--- src/graph_mean_aggregate_root_relu_assert.svh ---
// Assertion macros for the mean aggregation block.
// Used by the top level; they expand to nothing when SYNTHESIS is defined.
`ifndef GRAPH_MEAN_AGGREGATE_ROOT_RELU_ASSERT_SVH
`define GRAPH_MEAN_AGGREGATE_ROOT_RELU_ASSERT_SVH
`ifndef SYNTHESIS
`define GMAR_ASSERT_IMPLY(label, clk, rst, ante, cons, msg) \
   label: assert property (@(posedge clk) disable iff (rst) (ante) |-> (cons)) else $error(msg);
`define GMAR_ASSERT_AFTER_RESET(label, clk, rst, cons, msg) \
   label: assert property (@(posedge clk) (rst) |=> (cons)) else $error(msg);
`else
`define GMAR_ASSERT_IMPLY(label, clk, rst, ante, cons, msg)
`define GMAR_ASSERT_AFTER_RESET(label, clk, rst, cons, msg)
`endif
`endif

--- src/gmar_pkg.sv ---
// Shared types and constants for the mean aggregation block.
// No dependencies; imported by every module of the block but gmar_ram.
`timescale 1ns / 1ps
package gmar_pkg;

   localparam int CFG_W       = 9;
   localparam int CH_W        = 8;
   localparam int VAL_W       = 32;
   localparam int SUM_W       = 48;
   localparam int CNT_W       = 16;
   localparam int QUO_W       = SUM_W + 1;
   localparam int STEP_W      = 6;
   localparam int DATA_W      = 40;
   localparam int QUEUE_DEPTH = 4;
   localparam int QPTR_W      = 2;

   localparam logic [CFG_W-1:0] CHANNELS_RESET = 9'd64;
   localparam logic [CNT_W-1:0] COUNT_MAX      = 16'hFFFF;

   typedef enum logic {
      CMD_NEIGHBOR = 1'b0,
      CMD_ROOT     = 1'b1
   } cmd_type;

   typedef struct packed {
      cmd_type                  cmd;
      logic [CH_W-1:0]          channel;
      logic signed [VAL_W-1:0]  value;
      logic                     last;
   } item_type;

   typedef enum logic [2:0] {
      BK_IDLE,
      BK_EXEC,
      BK_DIV,
      BK_OUT
   } back_state_type;

endpackage

--- src/gmar_front.sv ---
// Front end: accepts request words, drops out-of-range channels, marks the
// last channel and queues the items for the back end. Depends on gmar_pkg.
`timescale 1ns / 1ps
module gmar_front (
   input  logic                          clock,
   input  logic                          reset,
   input  logic [gmar_pkg::CFG_W-1:0]    eff_channels,
   input  logic                          req_tvalid,
   output logic                          req_tready,
   input  logic [gmar_pkg::DATA_W-1:0]   req_tdata,
   input  logic                          req_tuser,
   output gmar_pkg::item_type            head,
   output logic                          head_valid,
   input  logic                          head_pop
);
   import gmar_pkg::*;

   item_type              queue_ff [QUEUE_DEPTH];
   logic [QPTR_W-1:0]     wr_ptr_ff, wr_ptr_in;
   logic [QPTR_W-1:0]     rd_ptr_ff, rd_ptr_in;
   logic [QPTR_W:0]       fill_ff, fill_in;
   logic [CH_W-1:0]       channel;
   logic                  in_range;
   logic                  push;
   logic                  pop;
   item_type              item;

   assign channel    = req_tdata[CH_W-1:0];
   assign in_range   = {1'b0, channel} < eff_channels;
   assign req_tready = fill_ff != (QPTR_W+1)'(QUEUE_DEPTH);
   assign push       = req_tvalid && req_tready && in_range;
   assign head_valid = fill_ff != '0;
   assign pop        = head_pop && head_valid;
   assign head       = queue_ff[rd_ptr_ff];

   always_comb begin
      item.cmd     = cmd_type'(req_tuser);
      item.channel = channel;
      item.value   = signed'(req_tdata[CH_W +: VAL_W]);
      item.last    = {1'b0, channel} == (eff_channels - 9'd1);
   end

   always_comb begin
      wr_ptr_in = push ? wr_ptr_ff + 1'b1 : wr_ptr_ff;
      rd_ptr_in = pop ? rd_ptr_ff + 1'b1 : rd_ptr_ff;
      fill_in   = fill_ff;
      if (push && !pop) begin
         fill_in = fill_ff + 1'b1;
      end else if (pop && !push) begin
         fill_in = fill_ff - 1'b1;
      end
   end

   always_ff @(posedge clock) begin
      if (reset) begin
         wr_ptr_ff <= '0;
         rd_ptr_ff <= '0;
         fill_ff   <= '0;
      end else begin
         wr_ptr_ff <= wr_ptr_in;
         rd_ptr_ff <= rd_ptr_in;
         fill_ff   <= fill_in;
      end
   end

   always_ff @(posedge clock) begin
      if (push) begin
         queue_ff[wr_ptr_ff] <= item;
      end
   end

endmodule

--- config.mk ---
export PLATFORM = sky130hd
export DESIGN_NAME = gmar_front
export DESIGN_NICKNAME = d
export VERILOG_FILES = /design/src/graph_mean_aggregate_root_relu_assert.svh /design/src/gmar_pkg.sv /design/src/gmar_front.sv
export SDC_FILE = /design/constraint.sdc
export NUM_CORES = 1
export LEC_CHECK = 0
export ABC_CLOCK_PERIOD_IN_PS = 9300
export BUFFER_PORTS_ARGS = -buffer_cell sky130_fd_sc_hd__buf_2
export CAP_MARGIN = 25
export CELL_PAD_IN_SITES_DETAIL_PLACEMENT = 1
export CELL_PAD_IN_SITES_GLOBAL_PLACEMENT = 2
export CORE_MARGIN = 5
export CORE_UTILIZATION = 40
export CTS_CLUSTER_DIAMETER = 50
export DETAILED_ROUTE_END_ITERATION = 10
export PLACE_DENSITY = 0.71
export SLEW_MARGIN = 20
export SYNTH_ARGS = -nofsm -noshare
export SYNTH_HDL_FRONTEND = slang
export SYNTH_SLANG_ARGS = --single-unit
--- constraint.sdc ---
create_clock -name clock -period 9.3 [get_ports clock]
set_input_delay 2.79 -clock clock [delete_from_list [all_inputs] [get_ports clock]]
set_output_delay 2.79 -clock clock [all_outputs]
set_load 0.03 [all_outputs]
==> implementation parameters, run 1 <==
Parameter                              Value

Status
  Status ... complete, no violations

Critical path
  Launch point of the worst path ... eff_channels[3]
  Reg2Reg Launch Point ... fill_ff[0]$_SDFFE_PP0P_
  Arrival time at the worst endpoint ... 5.35 ns
  Type of origin of the critical path ... primary input
  Crit. End Element ... flop
  Critical path type ... primary input to flop
  WP data required ... 9.65 ns
  Maximum fanout along the worst path ... 7

Global routing
  Total overflow reported by the global router ... 0
  Pin count of the biggest net entering global routing ... 43
  Overall global routing resource usage ... 13.8%
  Vias in the first global route ... 3842
  First-pass GRT wire length ... 20800 µm
  Antenna violations before repair ... 1

Logic synthesis
  Post-Synthesis Net Count ... 396
  Main combinational cell family by area after synthesis ... multiplexers
  Leading post-synthesis cells by instance count ... 168 x edfxtp_1, 42 x mux4_2, 14 x ha_1
  Post-Syn Instances ... 327
  Compound-Gate Fraction of Synth Area ... 1.80%
  Sequential element share of the synthesized area ... 75.2%
  Synth cell types ... 41
  Mux cell area share after synthesis ... 14.1%
  Largest cells by area after synthesis ... edfxtp_1 73%, mux4_2 14%, dfxtp_1 2.6%, ha_1 2.5%, xor2_1 0.76%
  Xor/xnor share of the synthesized area ... 1.39%
  Synth async-reset ratio ... 0%
  Share of synthesized cell area in and, or, nand and nor gates ... 3.39%
  Most used DFF post-synth ... edfxtp_1
  Top cell type's share of synthesized area ... 72.6%
  EDFF count, synth ... 168
  Cell type with the largest total area after synthesis ... edfxtp_1
  Fraction of the mapped netlist area in adder cells ... 2.81%
  Combined area of all synthesized cells ... 6950 µm²
  Number of flip-flops and latches in the synthesized netlist ... 177
  Mean post-synth cell area ... 21.2 µm²
  Most frequently used cell type in the post-synthesis netlist ... edfxtp_1
  Warnings from Yosys ... 0

Clocking
  Quantity of hold-fixing buffers added after cts ... 0
  Number of H-tree levels ... 4
  Clock net sink count ... 177
  Clk Tree Root Cell ... clkbuf_16
  Number of buffers added for setup after CTS ... 0
  CTS clk-pin slew, worst paths ... 0.06 ns
  TritonCTS clock tree ... done
  Clock latency reported for the late side of the worst-skew pair ... 0.43 ns
  Cts bufs inserted ... 17
  Number of instances resized during post-cts repair ... 0
  Buffer levels on the longest clock path ... 2

Route
  Routed wire length on met3 ... 767 µm
  Total routed wirelength ... 13000 µm
  Violation count after the first detailed-routing iteration ... 197
  DRC viols ... 0
  Routed metal-1 wire length ... 5660 µm
  Antenna Violating Nets Remaining ... 0
  Max layer used ... met5
  Routed via count ... 3430
  Met2 wirelength from detailed routing ... 6410 µm
  First drt pass iteration count ... 4
  Post-DR wirelength/cell ... 19.3 µm
  Post-DR vias/cell ... 5.10

Pwr
  Total power per unit cell area ... 274 nW/µm²
  Pleak ... 2.86 nW
  Fraction of power consumed by the clock network ... 31.6%
  Logic gate share of total power ... 23.4%
  IR drop worst, VDD ... 0.149 mV
  Switching fraction of total power ... 30.0%
  Fraction of power consumed by sequential logic ... 45.1%
  Net switching power figure ... 0.000684 W
  Total chip power ... 0.00228 W
  Internal power component ... 0.00159 W

STA
  Final-report max-slew violation count ... 0
  Final cycle utilization of the critical path ... 53.7%
  Achievable frequency ... 200 MHz
  Worst slew margin relative to its limit ... 41.9%
  Transition time at the pin with the least slew margin ... 0.871 ns
  Max Clock Skew ... 0.0111 ns
  Hold Fails Final Rpt ... 0
  Number of setup violations in the final report ... 0
  Fin crit period ... 5.00 ns
  Worst hold margin ... 0.518 ns
  Setup repair after global routing missed its margin ... no
  Aggregate negative setup slack ... 0 ns

Floorplan
  Boundary pin count ... 98
  Overall die width ... 142 µm
  Core region area ... 17200 µm²
  Initial Utilization ... 40.4%
  Number of cell rows ... 48
  Die ar. ... 20100 µm²
  Die Y-Extent ... 142 µm

Finish
  Post-layout net count ... 505
  Total of fill cells in the finished design ... 1635
  Final design utilization ... 48.4%
  Diode count ... 0
  Area overhead of the layout relative to synthesis ... 19.7%
  Share of layout cells above drive strength 1 ... 41.7%

Placement
  Total of buffers placed on input and output ports ... 97
  RePlAce Congestion ... 0.742
  Half-perimeter wire length after detailed placement ... 8240 µm

Min path
  Min-delay worst type ... flop to flop
  Startpoint of the most critical hold path ... fill_ff[2]$_SDFFE_PP0P_

Run
  Maximum capacitance violations ... 0
-- cell type report --
class	instances	area, µm²	area share [%]
Clock buffer	17	425	5.12
Clock inverter	14	181	2.18
Inverter	12	45.0	0.542
Multi-Input combinational cell	127	1630	19.7
Sequential cell	177	5230	62.9
Tap cell	225	282	3.39
Timing Repair Buffer	101	515	6.20
-- worst paths after layout --
check / to / slack [ns] / cells past startpoint
worst max-delay path: fill_ff[2]$_SDFFE_PP0P_ / 4.30 / 13
worst min-delay path: fill_ff[2]$_SDFFE_PP0P_ / 0.52 / 2
worst max register to register: fill_ff[2]$_SDFFE_PP0P_ / 6.87 / 10
worst min register to register: fill_ff[2]$_SDFFE_PP0P_ / 0.52 / 2
-- worst max-delay path, cell delays in order --
cell	delay [ns]
buf_2	0.13
inv_1	0.05
ha_1	0.30
a21o_1	0.16
a21oi_1	0.14
a21oi_1	0.10
nor2_1	0.35
ha_1	0.27
inv_1	0.07
fa_1	0.38
xor2_1	0.17
or3_1	0.30
a21oi_1	0.13
-- layer usage --
| metal | vias up | GRT usage, % |
|---|---|---|
| met5 | - | 0 |
| met4 | 2 | 4.39 |
| met3 | 15 | 4.35 |
| li1 | 1563 | - |
| met2 | 80 | 23.0 |
| met1 | 1770 | 17.2 |
-- layout by cell type (no fill, tap or decap), drive strengths merged, types with 2 or more instances in the layout --
cell type	n
clkinv	4
o2111ai	3
clkinvlp	3
ha	14
and2	4
nand4b	2
edfxtp	168
or3	4
xnor2	5
bufinv	3
nand2	3
a21oi	4
mux4	42
mux2i	2
inv	16
buf	101
a41oi	2
dfxtp	9
nand2b	2
clkbuf	17
nor2	12
and3	2
xor2	6
nor3	3
-- logic make-up after synthesis --
family,Yosys count
AO/OA/AOI/OAI,16
XOR/XNOR,11
adder cells (fa/ha/maj),15
buffers and inverters,23
flip-flops,177
multiplexers,45
AND/OR/NAND/NOR,40
-- through the flow --
stage                     setup WS [ns]  area [µm²]  instances
after global routing               4.04        8320        673
after detailed placement           3.79        7710        642
final                              4.30        8320        673
after CTS                          4.23        8320        673
after global placement             3.81        7710        642
after floorplan                    4.08        6950        327
-- power by group through the flow --
stage | combinational (W) | clock, W | sequential, W
floorplan | 0.000440 | 0 | 0.000983
global placement | 0.000542 | 0 | 0.00105
detailed placement | 0.000545 | 0 | 0.00105
CTS | 0.000547 | 0.000735 | 0.00103
global route | 0.000571 | 0.000780 | 0.00104
finish | 0.000532 | 0.000719 | 0.00103
-- flip-flops by register name, summed over array words and instances, names as in the netlist, named ones only --
register / flops
wr_ptr_ff: 2
fill_ff: 3
rd_ptr_ff: 2
queue_ff: 168
No activity file was read; power rests on OpenSTA's default activity.
==> inputs of run 2 (changes only) <==
Settings changed: ABC_CLOCK_PERIOD_IN_PS 9300 to 4630.
Clock period 9.3 ns to 4.63 ns, I/O delays scaled along.
==> run 2 against run 1 <==
Net effect:
- non-clock buffer count rose by 6
- sequential share of layout area shrank 0.42 points
- design area rose by 0.62%
- sequential power grew 100%
- global-route usage increased by 0.74 points
- power up 100%
- worst setup slack got worse by 3.4 ns
- final cell count increased by 1.0%
- register-to-register slack worse by 4.8 ns
- critical path type unchanged
- largest power group unchanged
==> implementation parameters, run 2 (synthesis results as in run 1) <==
Parameter                              Value

Floorplan
  Die Y-Extent ... 142 µm (unchanged)
  Number of cell rows ... 48 (unchanged)
  Overall die width ... 142 µm (unchanged)
  Core region area ... 17200 µm² (unchanged)
  Die ar. ... 20100 µm² (unchanged)
  Initial Utilization ... 40.4% (unchanged)
  Boundary pin count ... 98 (unchanged)

Finish
  Area overhead of the layout relative to synthesis ... 20.5%
  Total of fill cells in the finished design ... 1640 (+0.31%)
  Max FFs per register ... 168 (unchanged)
  Registers with the most flip-flops ... queue_ff x168, fill_ff x3
  Sequential cell area ... 5230 µm² (about the same)
  Register containing the most flip-flops in the final layout ... queue_ff
  Diode count ... 0 (unchanged)
  Multi-input logic area ... 1630 µm² (unchanged)
  Share of layout cells above drive strength 1 ... 41.8% (about the same)
  Most common library cell in the layout ignoring fill and taps ... edfxtp_1
  Post-layout net count ... 511 (+1.2%)
  Most frequent cells in the layout ... 168 x edfxtp_1, 97 x buf_2, 42 x mux4_2

Route
  DRC viols ... 0 (unchanged)
  Antenna Violating Nets Remaining ... 0 (unchanged)
  Total routed wirelength ... 13700 µm (+5.4%)
  Violation count after the first detailed-routing iteration ... 148 (-25%)
  Routed via count ... 3495 (+1.9%)
  Post-DR wirelength/cell ... 20.2 µm (+4.3%)
  First drt pass iteration count ... 4 (unchanged)
  Post-DR vias/cell ... 5.14 (+0.85%)

Critical path
  R2r setup slk ... 2.07 ns (-4.80 ns)
  WP data required ... 4.97 ns (-4.68 ns)
  Type of origin of the critical path ... primary input
  Maximum fanout along the worst path ... 7 (unchanged)
  Critical path type ... primary input to flop
  Crit. End Element ... flop
  Arrival time at the worst endpoint ... 4.07 ns (-1.28 ns)

Clocking
  CTS clk-pin slew, worst paths ... 0.06 ns (about the same)
  Number of H-tree levels ... 4 (unchanged)
  Number of instances resized during post-cts repair ... 0 (unchanged)
  Buffer levels on the longest clock path ... 2 (unchanged)
  Clock latency reported for the late side of the worst-skew pair ... 0.42 ns (about the same)
  Number of buffers added for setup after CTS ... 0 (unchanged)
  Cts bufs inserted ... 17 (unchanged)
  Clk Tree Root Cell ... clkbuf_16
  Clock net sink count ... 177 (unchanged)
  TritonCTS clock tree ... done
  Quantity of hold-fixing buffers added after cts ... 0 (unchanged)

Global routing
  Pin count of the biggest net entering global routing ... 43 (unchanged)
  Antenna violations before repair ... 0 (-1)
  Overall global routing resource usage ... 14.5% (+0.74 points)
  First-pass GRT wire length ... 21900 µm (+5.4%)
  Total overflow reported by the global router ... 0 (unchanged)
  Vias in the first global route ... 3961 (+3.1%)

Pwr
  Total power per unit cell area ... 552 nW/µm² (+100%)
  Pleak ... 2.90 nW (+1.3%)
  Total chip power ... 0.00462 W (+100%)
  IR drop worst, VDD ... 0.262 mV (+75%)

Status
  Status ... complete, no violations

STA
  Final-report max-slew violation count ... 0 (unchanged)
  Max Clock Skew ... 0.00847 ns (-0.00267 ns)
  Aggregate negative setup slack ... 0 ns (unchanged)
  Worst hold margin ... 0.531 ns (+0.0136 ns)
  Transition time at the pin with the least slew margin ... 0.904 ns (+0.0333 ns)
  Setup repair after global routing missed its margin ... no
  Worst slew margin relative to its limit ... 39.7% (-2.2 points)
  Number of setup violations in the final report ... 0 (unchanged)
  Fin crit period ... 3.73 ns
  Final cycle utilization of the critical path ... 80.5%
  Hold Fails Final Rpt ... 0 (unchanged)
  Achievable frequency ... 268 MHz

Run
  Maximum capacitance violations ... 0 (unchanged)

Placement
  RePlAce Congestion ... 0.757 (+2.1%)
  Total of buffers placed on input and output ports ... 97 (unchanged)
  Half-perimeter wire length after detailed placement ... 8790 µm (+6.7%)

Min path
  Min-delay worst type ... flop to flop
-- run 2: area by class of cell --
type	count	area share, %
clock inverters	14	2.23
flip-flops and latches	177	62.5
well taps	225	3.36
clock buffers	18	5.13
inverters	12	0.538
repair buffers	107	6.70
multi-input cells	127	19.5
-- run 2: final timing paths --
path / from / to / depth (start not counted)
hold reg to reg: wr_ptr_ff[1]$_SDFFE_PP0P_ / wr_ptr_ff[1]$_SDFFE_PP0P_ / 2
setup / recovery: eff_channels[3] / fill_ff[2]$_SDFFE_PP0P_ / 13
hold / removal: wr_ptr_ff[1]$_SDFFE_PP0P_ / wr_ptr_ff[1]$_SDFFE_PP0P_ / 2
setup reg to reg: fill_ff[0]$_SDFFE_PP0P_ / fill_ff[2]$_SDFFE_PP0P_ / 10
-- run 2: per-layer routing --
layer | GRT usage, % | wire [µm] | vias up
met4 | 3.94 | 123 | 0
met5 | 0 | 0 | -
li1 | - | - | 1574
met2 | 23.4 | 6800 | 86
met1 | 19.5 | 6090 | 1823
met3 | 4.04 | 697 | 12
-- run 2: per-stage QoR --
| step | util, % | cell area (µm²) | cells | setup slack [ns] |
|---|---|---|---|---|
| detailed placement | 45.1 | 7750 | 648 | 0.434 |
| global placement | 45.1 | 7750 | 648 | 0.631 |
| CTS | 48.7 | 8370 | 680 | 0.873 |
| global route | 48.7 | 8370 | 680 | 0.643 |
| floorplan | - | 6950 | 327 | 0.807 |
| finish | 48.7 | 8370 | 680 | 0.903 |
-- run 2: report_power, final --
group / switching (W) / internal (W)
logic: 0.000649 / 0.000445
clock network: 0.000567 / 0.000902
registers: 0.000148 / 0.00191
-- run 2: critical path, cell delays in order --
cell and delay (ns):
buf_2 0.13, inv_1 0.05, ha_1 0.31, a21o_1 0.16, a21oi_1 0.13, a21oi_1 0.10, nor2_1 0.40, ha_1 0.28
inv_1 0.07, fa_1 0.38, xor2_1 0.18, or3_1 0.33, a21oi_1 0.15
==> inputs of run 3 (changes only) <==
Settings changed: ABC_CLOCK_PERIOD_IN_PS 4630 to 3000, CORE_UTILIZATION 40 to 39, PLACE_DENSITY 0.71 to 0.72.
Clock period 4.63 ns to 3 ns, I/O delays scaled along.
==> run 3 against run 2 <==
Net effect:
- power increased by 50%
- via count increased by 1.4%
- largest cell class unchanged
- design area increased by 2.5%
- clock-buffer cell count increased by 1
- sequential share of layout area decreased by 1.5 points
==> implementation parameters, run 3 (synthesis results as in run 1) <==
Parameter                              Value

Status
  Status ... complete, no violations

Clocking
  Number of instances resized during post-cts repair ... 0 (unchanged)
  TritonCTS clock tree ... done
  Clock net sink count ... 177 (unchanged)
  Number of buffers added for setup after CTS ... 0 (unchanged)
  Buffer levels on the longest clock path ... 2 (unchanged)
  Clk Tree Root Cell ... clkbuf_16
  Cts bufs inserted ... 17 (unchanged)
  CTS clk-pin slew, worst paths ... 0.06 ns (about the same)
  Quantity of hold-fixing buffers added after cts ... 0 (unchanged)
  Clock latency reported for the late side of the worst-skew pair ... 0.41 ns (about the same)
  Number of H-tree levels ... 4 (unchanged)

Finish
  Registers with the most flip-flops ... queue_ff x168, fill_ff x3
  Register containing the most flip-flops in the final layout ... queue_ff
  Most frequent cells in the layout ... 168 x edfxtp_1, 97 x buf_2, 42 x mux4_2
  Share of layout cells above drive strength 1 ... 45.6% (+3.8 points)
  Post-layout net count ... 533 (+4.3%)
  Area overhead of the layout relative to synthesis ... 23.5%
  Diode count ... 0 (unchanged)
  Final design instance area without fill ... 8580 µm² (+2.5%)
  Max FFs per register ... 168 (unchanged)
  Most common library cell in the layout ignoring fill and taps ... edfxtp_1

STA
  Fin crit period ... 2.79 ns
  Number of setup violations in the final report ... 0 (unchanged)
  Achievable frequency ... 359 MHz
  Worst slew margin relative to its limit ... 58.8% (+19 points)
  Setup repair after global routing missed its margin ... no
  Transition time at the pin with the least slew margin ... 0.616 ns (-0.288 ns)
  Aggregate negative setup slack ... 0 ns (unchanged)
  Max Clock Skew ... 0.00521 ns (-0.00327 ns)
  Final cycle utilization of the critical path ... 93.0%
  Hold Fails Final Rpt ... 0 (unchanged)
  Final-report max-slew violation count ... 0 (unchanged)

Pwr
  Switching fraction of total power ... 30.3% (+0.78 points)
  Fraction of power consumed by the clock network ... 28.5% (-3.3 points)
  IR drop worst, VDD ... 0.432 mV (+65%)
  Net switching power figure ... 0.00210 W (+54%)
  Pleak ... 2.99 nW (+3.1%)
  Logic gate share of total power ... 28.0% (+4.3 points)
  Fraction of power consumed by sequential logic ... 43.5% (-1.0 points)
  Total power per unit cell area ... 810 nW/µm² (+47%)
  Internal power component ... 0.00484 W (+49%)

Floorplan
  Initial Utilization ... 40.0% (-0.42 points)
  Core region area ... 17400 µm² (+1.0%)
  Number of cell rows ... 48 (unchanged)
  Die Y-Extent ... 143 µm (+1.2%)
  Boundary pin count ... 98 (unchanged)
  Die ar. ... 20600 µm² (+2.4%)
  Overall die width ... 143 µm (+1.2%)

Critical path
  Crit. End Element ... output port
  Maximum fanout along the worst path ... 17 (+10)
  WP data required ... 2.10 ns (-2.87 ns)
  Reg2Reg Launch Point ... fill_ff[1]$_SDFFE_PP0P_
  Crit-path slowest cell ... mux4_2
  Critical path type ... flop to output port
  Longest individual stage delay on the worst path ... 0.57 ns (+0.17 ns)
  Arrival time at the worst endpoint ... 1.89 ns (-2.18 ns)
  Type of origin of the critical path ... flop
  CP cell instances ... buf_4, mux4_2, buf_2

Placement
  Total of buffers placed on input and output ports ... 97 (unchanged)
  RePlAce Congestion ... 0.770 (+1.7%)
  Post-DP Area ... 8050 µm² (+3.9%)
  Half-perimeter wire length after detailed placement ... 9560 µm (+8.8%)

Route
  Violation count after the first detailed-routing iteration ... 195 (+32%)
  Post-DR vias/cell ... 5.05 (-1.7%)
  DRC viols ... 0 (unchanged)
  Total routed wirelength ... 14100 µm (+2.6%)
  Antenna Violating Nets Remaining ... 0 (unchanged)
  First drt pass iteration count ... 4 (unchanged)
  Post-DR wirelength/cell ... 20.1 µm (-0.47%)
  Routed via count ... 3543 (+1.4%)

Global routing
  First-pass GRT wire length ... 22400 µm (+2.2%)
  Pin count of the biggest net entering global routing ... 43 (unchanged)
  Vias in the first global route ... 4036 (+1.9%)
  Antenna violations before repair ... 0 (unchanged)
  Overall global routing resource usage ... 14.5% (about the same)
  Total overflow reported by the global router ... 0 (unchanged)

Min path
  Min-delay worst type ... flop to flop
  Startpoint of the most critical hold path ... wr_ptr_ff[1]$_SDFFE_PP0P_

Run
  Maximum capacitance violations ... 0 (unchanged)
==> run 3: cell types whose count changed in the layout (fill, tap and decap cells not counted), sizes merged <==
cell and change:
clkbuf +1, bufinv -3, clkinv +1, buf +22
==> run 3: metal layers <==
layer  GRT usage, %  wire length (µm)
met3           4.59               738
met4           3.42                87
met5              0                 0
met2           24.7              7210
met1           18.2              6040
==> run 3: stage by stage <==
stage	util [%]	worst slack [ns]	hold WS, ns	cells	power [W]
3_5_place_dp	46.4	-0.205	0.520	670	0.00507
5_1_grt	49.4	0.0905	0.570	701	0.00731
6_report	49.4	0.211	0.531	701	0.00694
2_1_floorplan	-	0.0143	0.469	327	0.00442
4_1_cts	49.4	0.140	0.535	701	0.00706
3_3_place_gp	46.4	-0.0849	0.494	670	0.00503
==> run 3: critical path: cells and delay by family (launching register included) <==
family / cells / cell delay, ns
mux: 1 / 0.57
buf+inv: 2 / 0.54
flops: 1 / 0.36
==> run 3: final cells by class <==
cell class	instances	area [µm²]
Fill cell	1631	8780
Clock inverter	12	92.6
Multi-Input combinational cell	127	1670
Tap cell	225	282
Sequential cell	177	5230
Timing Repair Buffer	129	826
Inverter	12	47.5
Clock buffer	19	433
==> run 3: final timing paths <==
path	to	slack, ns	cells after the start
setup / recovery	head[8]	0.21	3
hold / removal	wr_ptr_ff[1]$_SDFFE_PP0P_	0.53	2
setup reg to reg	fill_ff[2]$_SDFFE_PP0P_	0.80	8
hold reg to reg	wr_ptr_ff[1]$_SDFFE_PP0P_	0.53	2
==> run 3: power by group through the flow <==
| stage | Sequential [W] | Clock [W] | Combinational, W |
|---|---|---|---|
| floorplan | 0.00304 | 0 | 0.00137 |
| global placement | 0.00306 | 0 | 0.00197 |
| detailed placement | 0.00308 | 0 | 0.00200 |
| CTS | 0.00302 | 0.00203 | 0.00200 |
| global route | 0.00304 | 0.00216 | 0.00211 |
| finish | 0.00302 | 0.00198 | 0.00195 |
